`src/rtl/core/lc3_instruction_execute_defines.svh`:
```
// Assertion helpers for the LC-3 execute block.
// Every check is clocked on i_clk and is held off while i_rst_n is low.
`ifndef LC3_INSTRUCTION_EXECUTE_DEFINES_SVH
`define LC3_INSTRUCTION_EXECUTE_DEFINES_SVH

// Same-cycle implication.
`define LC3_IE_ASSERT_IMP(lbl, ante, cons, msg) \
    lbl: assert property (@(posedge i_clk) disable iff (!i_rst_n) (ante) |-> (cons)) \
        else $error(msg);

// Next-cycle implication.
`define LC3_IE_ASSERT_NXT(lbl, ante, cons, msg) \
    lbl: assert property (@(posedge i_clk) disable iff (!i_rst_n) (ante) |=> (cons)) \
        else $error(msg);

`endif

```
`src/rtl/core/lc3_ie_pkg.sv`:
```
package lc3_ie_pkg;

    typedef logic [15:0] t_word;
    typedef logic [2:0]  t_reg_idx;

    typedef enum logic [1:0] {
        FN_EXEC = 2'd0,
        FN_HWR  = 2'd1,
        FN_HRD  = 2'd2,
        FN_NOP  = 2'd3
    } t_func;

    typedef enum logic [3:0] {
        OP_BR   = 4'h0,
        OP_ADD  = 4'h1,
        OP_LD   = 4'h2,
        OP_ST   = 4'h3,
        OP_JSR  = 4'h4,
        OP_AND  = 4'h5,
        OP_LDR  = 4'h6,
        OP_STR  = 4'h7,
        OP_RTI  = 4'h8,
        OP_NOT  = 4'h9,
        OP_LDI  = 4'hA,
        OP_STI  = 4'hB,
        OP_JMP  = 4'hC,
        OP_RES  = 4'hD,
        OP_LEA  = 4'hE,
        OP_TRAP = 4'hF
    } t_op;

    typedef enum logic [1:0] {
        CC_NEG  = 2'd0,
        CC_ZERO = 2'd1,
        CC_POS  = 2'd2
    } t_cc;

    localparam t_reg_idx REG_LINK = 3'd7;

    typedef struct packed {
        logic [1:0] func;
        t_word      instr;
        t_word      pc;
        t_word      addr;
        t_word      data;
    } t_in_item;

    typedef struct packed {
        t_word      next_pc;
        logic       reg_written;
        t_reg_idx   reg_index;
        t_word      reg_value;
        logic       mem_written;
        t_word      mem_addr;
        t_word      mem_data;
        logic [1:0] cond_code;
        t_word      read_data;
        logic       unsupported;
    } t_out_item;

    typedef struct packed {
        logic     en;
        t_reg_idx a_idx;
        t_reg_idx b_idx;
    } t_rf_rd;

    typedef struct packed {
        logic     en;
        t_reg_idx idx;
        t_word    data;
    } t_rf_wr;

    function automatic t_word sext_imm5(input t_word ins);
        return {{11{ins[4]}}, ins[4:0]};
    endfunction

    function automatic t_word sext_off6(input t_word ins);
        return {{10{ins[5]}}, ins[5:0]};
    endfunction

    function automatic t_word sext_off9(input t_word ins);
        return {{7{ins[8]}}, ins[8:0]};
    endfunction

    function automatic t_word sext_off11(input t_word ins);
        return {{5{ins[10]}}, ins[10:0]};
    endfunction

    function automatic t_cc flags_of(input t_word v);
        t_cc cc;
        if (v[15]) begin
            cc = CC_NEG;
        end else if (v == 16'h0000) begin
            cc = CC_ZERO;
        end else begin
            cc = CC_POS;
        end
        return cc;
    endfunction

endpackage

```
`src/rtl/core/lc3_ie_regfile.sv`:
```
module lc3_ie_regfile import lc3_ie_pkg::*; (
    input  logic   i_clk,
    input  logic   i_rst_n,
    input  t_rf_rd i_rd,
    input  t_rf_wr i_wr,
    output t_word  o_a,
    output t_word  o_b
);

    // An entry that was never written since reset reads as zero.
    t_word      r_ram [8];
    logic [7:0] r_vld;
    t_word      r_a_q;
    t_word      r_b_q;
    logic       r_a_v;
    logic       r_b_v;

    always_ff @(posedge i_clk) begin
        if (i_wr.en) begin
            r_ram[i_wr.idx] <= i_wr.data;
        end
        if (i_rd.en) begin
            r_a_q <= r_ram[i_rd.a_idx];
            r_b_q <= r_ram[i_rd.b_idx];
        end
    end

    always_ff @(posedge i_clk) begin
        if (!i_rst_n) begin
            r_vld <= '0;
            r_a_v <= 1'b0;
            r_b_v <= 1'b0;
        end else begin
            if (i_wr.en) begin
                r_vld[i_wr.idx] <= 1'b1;
            end
            if (i_rd.en) begin
                r_a_v <= r_vld[i_rd.a_idx];
                r_b_v <= r_vld[i_rd.b_idx];
            end
        end
    end

    assign o_a = r_a_v ? r_a_q : '0;
    assign o_b = r_b_v ? r_b_q : '0;

endmodule

```
`config.mk`:
```
export PLATFORM = sky130hd
export DESIGN_NAME = lc3_ie_regfile
export DESIGN_NICKNAME = d
export VERILOG_FILES = /design/src/rtl/core/lc3_instruction_execute_defines.svh /design/src/rtl/core/lc3_ie_pkg.sv /design/src/rtl/core/lc3_ie_regfile.sv
export SDC_FILE = /design/constraint.sdc
export NUM_CORES = 1
export LEC_CHECK = 0
export BUFFER_PORTS_ARGS = -buffer_cell sky130_fd_sc_hd__buf_2
export CAP_MARGIN = 20
export CORE_ASPECT_RATIO = 1.25
export CORE_MARGIN = 2
export CORE_UTILIZATION = 40
export DETAILED_ROUTE_END_ITERATION = 16
export SYNTH_ARGS = -nofsm -noshare
export SYNTH_HDL_FRONTEND = slang
export SYNTH_SLANG_ARGS = --single-unit
```
`constraint.sdc`:
```
create_clock -name i_clk -period 2.1 [get_ports i_clk]
set_input_delay 0.21 -clock i_clk [delete_from_list [all_inputs] [get_ports i_clk]]
set_output_delay 0.21 -clock i_clk [all_outputs]
set_load 0.1 [all_outputs]
```
Word level (Yosys, flattened, before mapping)

Memory sizes are Yosys's and may differ from the RTL's. A register that Yosys moved wholly into a read port is not among the register bits.
Index checks and enable logic that the tools add are counted.

Register bits: 10
Output and inout bits: 32
Memory bits (writable): 128
Memories kept: 1

Mux-type cells: 10
Reductions and logical operators: 1
Bitwise gates (word level): 1
Order comparisons: 4

Memory list:

| name  | words | width | read ports | clocked after memory_dff | write ports | line                 | text |
|---|---|---|---|---|---|---|---|
| r_ram | 8     | 16    | 2          | 2                        | 1           | lc3_ie_regfile.sv:11 | `t_word r_ram [8];` |

Operators with widths:

| cell               | number |
|---|---|
| $mux 16            | 2 |
| $lt 3x4->1 const B | 3 |
| $or 8x8->8         | 1 |
| $bmux 1 s3         | 2 |
| $mux 1             | 5 |
| $demux 1 s3        | 1 |
| $ge 3x1->1 const B | 1 |
| $logic_and 1x1->1  | 1 |

Logic depth before layout (Yosys ltp)

Word-level depth: 5
Gate-level depth with buffers: 5
Mapped depth without buffers: 3

Worst setup path after synthesis

Ideal clock, no wire load.

Kind: input port to flip-flop
From: in i_wr[18] (netlist bit)
To: mem r_ram[0][0] (netlist bit), enable pin
Arrival: 1574 ps
Stages on the path: 2
Required time: 1688 ps
Setup slack: 115 ps
Cells stage by stage: nand2b_1 nor3_1

RTL lines:

| item               | line                 | text |
|---|---|---|
| start: declaration | lc3_ie_regfile.sv:5  | `input t_rf_wr i_wr,` |
| end: declaration   | lc3_ie_regfile.sv:11 |  |

No word-level cell before the write port.

Final worst setup path

From: reg r_b_v
To: out o_b[10]

Cells in the longest elaborated chain, start to end: 1

RTL lines:

| item                     | line                 | text |
|---|---|---|
| start: declaration       | lc3_ie_regfile.sv:16 | `logic r_b_v;` |
| start signal: assignment | lc3_ie_regfile.sv:39 | `r_b_v <= r_vld[i_rd.b_idx];` |
| $mux 16                  | lc3_ie_regfile.sv:45 | `assign o_b = r_b_v ? r_b_q : '0;` |
| end: declaration         | lc3_ie_regfile.sv:7  | `output t_word o_b` |

No other way between the ends.

==> out/results.tsv <==
stage	metric	value	unit
clocking	h_tree_depth	4	
critical_path	slowest_stage	buf_2	
finish	finish.net_count	458	
timing	max_slew_margin	60.6	%
hold_path	min-delay-path-class	input port to flop	
critical_path	setup.worst_path.start_class	flop	
logic_synthesis	post_synth_most_frequent_cells	edfxtp_1, mux4_1, and2_1, mux2_2, clkbuf_1	
logic_synthesis	synth-seq-area-share	65.3	%
logic_synthesis	post-synth-top-area-cell	edfxtp_1	
critical_path	r2r_cells	2	
timing	worst_hold_slack	0.0627	ns
critical_path	endpoint_kind	output port	
routing	detailedRoute.firstPassIterationCount	4	
critical_path	r2r-end	r_b_q[10]	
timing	setup_repair_after_global_routing_missed_its_margin	false	
floorplan	rows	56	
routing	detailroute.via_count	3719	
power_and_ir_drop	leakage	3.22	nW
power_and_ir_drop	power_density	873	nW/um^2
hold_path	hold_path_depth	1	
critical_path	reg2reg_setup_slack	0.66	ns
critical_path	worst-path-buf-inv	2	
global_route	grt_usage	15.8	%
finish	final_core_utilization	47.5	%
hold_path	hold_path_end	r_ram[7][8]	
critical_path	rr_startpoint	r_ram[4][10]	
clocking	postCtsHoldBufs	0	
critical_path	worstPathMaxFanout	10	
critical_path	worstPathCellList	buf_4 -> and2_1 -> buf_2	
routing	via_density_per_instance	5.52	
clocking	cts_made_buffers	17	
finish	syn_to_final_growth	16.3	%
hold_path	holdCritStartpoint	i_wr[8]	
place	post_placement_cell_count	642	
logic_synthesis	synth_area_per_inst	21.5	um^2
status	result_of_the_run	finished, final reports clean	
clocking	clk_root_buffer_cell	clkbuf_16	
clocking	cts_tree	yes	
critical_path	critPathArrivalTime	1.52	ns
place	port_buffers	60	
finish	drive_above_1_share	33.3	%
timing	setup_viol	0	
clocking	cts_repair_resize_count	0	
timing	slew_violations	0	
critical_path	path_delay_family	buffers and inverters	
finish	layout.cells.non_filler	674	
timing	finalSetupTns	0	ns
logic_synthesis	synth_async_sr_flop_share	0	%
logic_synthesis	number_of_synthesized_flops_with_an_enable_pin	160	
floorplan	die_width	128	um
logic_synthesis	post_synth_instance_area	7660	um^2
logic_synthesis	yosys-top-cells-area	edfxtp_1, mux4_1, mux2_2	
clocking	postCtsSetupBuffers	0	
routing	wl_per_cell	22.9	um
finish	fillers	1585	
timing	fmax	579	MHz
logic_synthesis	synthDominantCellAreaShare	62.7	%
floorplan	initial_utilization	40.8	%
clocking	clock_sink_count	170	
timing	fin_skew	0.00852	ns
floorplan	io_pins	61	
clocking	insertion_delay	0.41	ns
global_route	antenna_found_initial	1	
place	globalplace.congestion	0.696	
global_route	via_count_of_the_first_global_routing_pass	4017	
timing	timing_hold_violations_final	0	
logic_synthesis	synth_nets	385	
critical_path	req_time_crit_path	1.89	ns
logic_synthesis	synthesis.yosys.warnings	0	
floorplan	fp.dieArea	20300	um^2
critical_path	critical_path_type	flop to output port	
logic_synthesis	syn-instance-count	356	
timing	part_of_the_cycle_the_worst_path_needs	82.3	%
global_route	grt_max_degree	37	
timing	slew_at_the_pin_with_the_worst_max_slew_slack	0.591	ns
floorplan	core_footprint	18800	um^2
routing	drt_first_iter_violations	183	
clocking	clk_transition_reported_paths	0.06	ns
global_route	grt_first_pass_wirelength	23100	um
routing	post-route-drc-count	0	
run	drv_cap	0	
clocking	cts_max_path_buffers	2	
critical_path	crit_path_max_incr_delay	0.43	ns
global_route	global_route.overflow_total	0	
finish	antenna_cells	0	
power_and_ir_drop	vdd.ir_drop.worst	0.528	mV
logic_synthesis	synth_ff_type	edfxtp_1	
logic_synthesis	synth_cell_types	18	
place	hpwlAfterDp	8910	um
routing	postRouteWirelength	15400	um
routing	ant_nets	0	
logic_synthesis	ys_seq_elements	170	
timing	fin_crit	1.73	ns
logic_synthesis	synth_most_common_cell	edfxtp_1	
floorplan	fp.dieH	159	um
## flip-flops by register name (all words and copies together) (netlist names)
| register | cells |
|---|---|
| r_a_v | 1 |
| r_b_q | 16 |
| r_vld | 8 |
| r_ram | 128 |
| r_b_v | 1 |
| r_a_q | 16 |
## power by group
group | internal, mW | total [mW] | switching (mW)
sequential | 3.87 | 3.91 | 0.0434
clock | 1.88 | 3.14 | 1.27
combinational | 0.285 | 0.726 | 0.441
total | 6.03 | 7.78 | 1.75
## stage by stage
step | worst slack [ns] | cell area, um^2 | power [mW]
6_report | 0.373 | 8910 | 7.78
3_5_place_dp | 0.334 | 8310 | 4.72
4_1_cts | 0.333 | 8910 | 7.85
5_1_grt | 0.300 | 8910 | 8.03
2_1_floorplan | 0.115 | 7660 | 4.50
3_3_place_gp | 0.355 | 8310 | 4.70
## logic make-up (layout without fill, tap and decap cells)
kind of cell | Yosys count | in the layout | synth area share (%)
buffers and inverters | 23 | 109 | 2.01
and+or+nand+nor | 45 | 45 | 3.38
DFF | 170 | 170 | 65.3
muxes | 106 | 106 | 28.3
AOI/OAI and AO/OA | 12 | 12 | 1.04
## layer usage
metal	track usage [%]	wire length [um]	up-vias
met5	0	0	-
met4	4.50	154	0
met3	2.76	419	12
met2	30.4	8980	56
met1	17.4	5890	1961
li1	-	-	1690
## cell usage in the layout (no fill, tap or decap)
master,synthesis,routed
clkinv_2,0,1
buf_4,0,12
mux2_2,32,32
a21oi_1,2,2
nor2_1,6,1
mux4_2,2,2
nor2_2,0,5
clkinv_4,0,1
o21a_1,8,8
bufinv_16,0,3
buf_2,0,60
nor3_2,0,2
dfxtp_1,10,10
nand2_1,2,2
buf_12,0,5
edfxtp_1,160,160
o21ai_0,2,2
clkinv_1,0,2
mux4_1,64,64
and2_1,32,32
clkbuf_1,13,1
mux2i_1,8,8
nand2b_1,3,3
clkinvlp_4,0,3
inv_6,0,4
clkbuf_16,0,17
## worst max path at each step
stage / cells past startpoint / startpoint / end
after CTS: 3 / r_b_v / o_b[10]
after global routing: 3 / r_a_v / o_a[0]
after global placement: 4 / i_rd[3] / r_a_q[5]
final: 3 / r_b_v / o_b[10]
after floorplan: 2 / i_wr[18] / r_ram[0][0]
after detailed placement: 4 / i_rd[3] / r_a_q[5]
## cell type report
cell class | instances | area [um^2] | area share [%]
tap | 232 | 290 | 3.26
timing repair buffer | 77 | 490 | 5.50
multi-input combinational | 163 | 2530 | 28.4
clock inverter | 14 | 169 | 1.90
clock buffer | 18 | 429 | 4.82
sequential | 170 | 5000 | 56.2
Power figures use the tool's default switching activity.
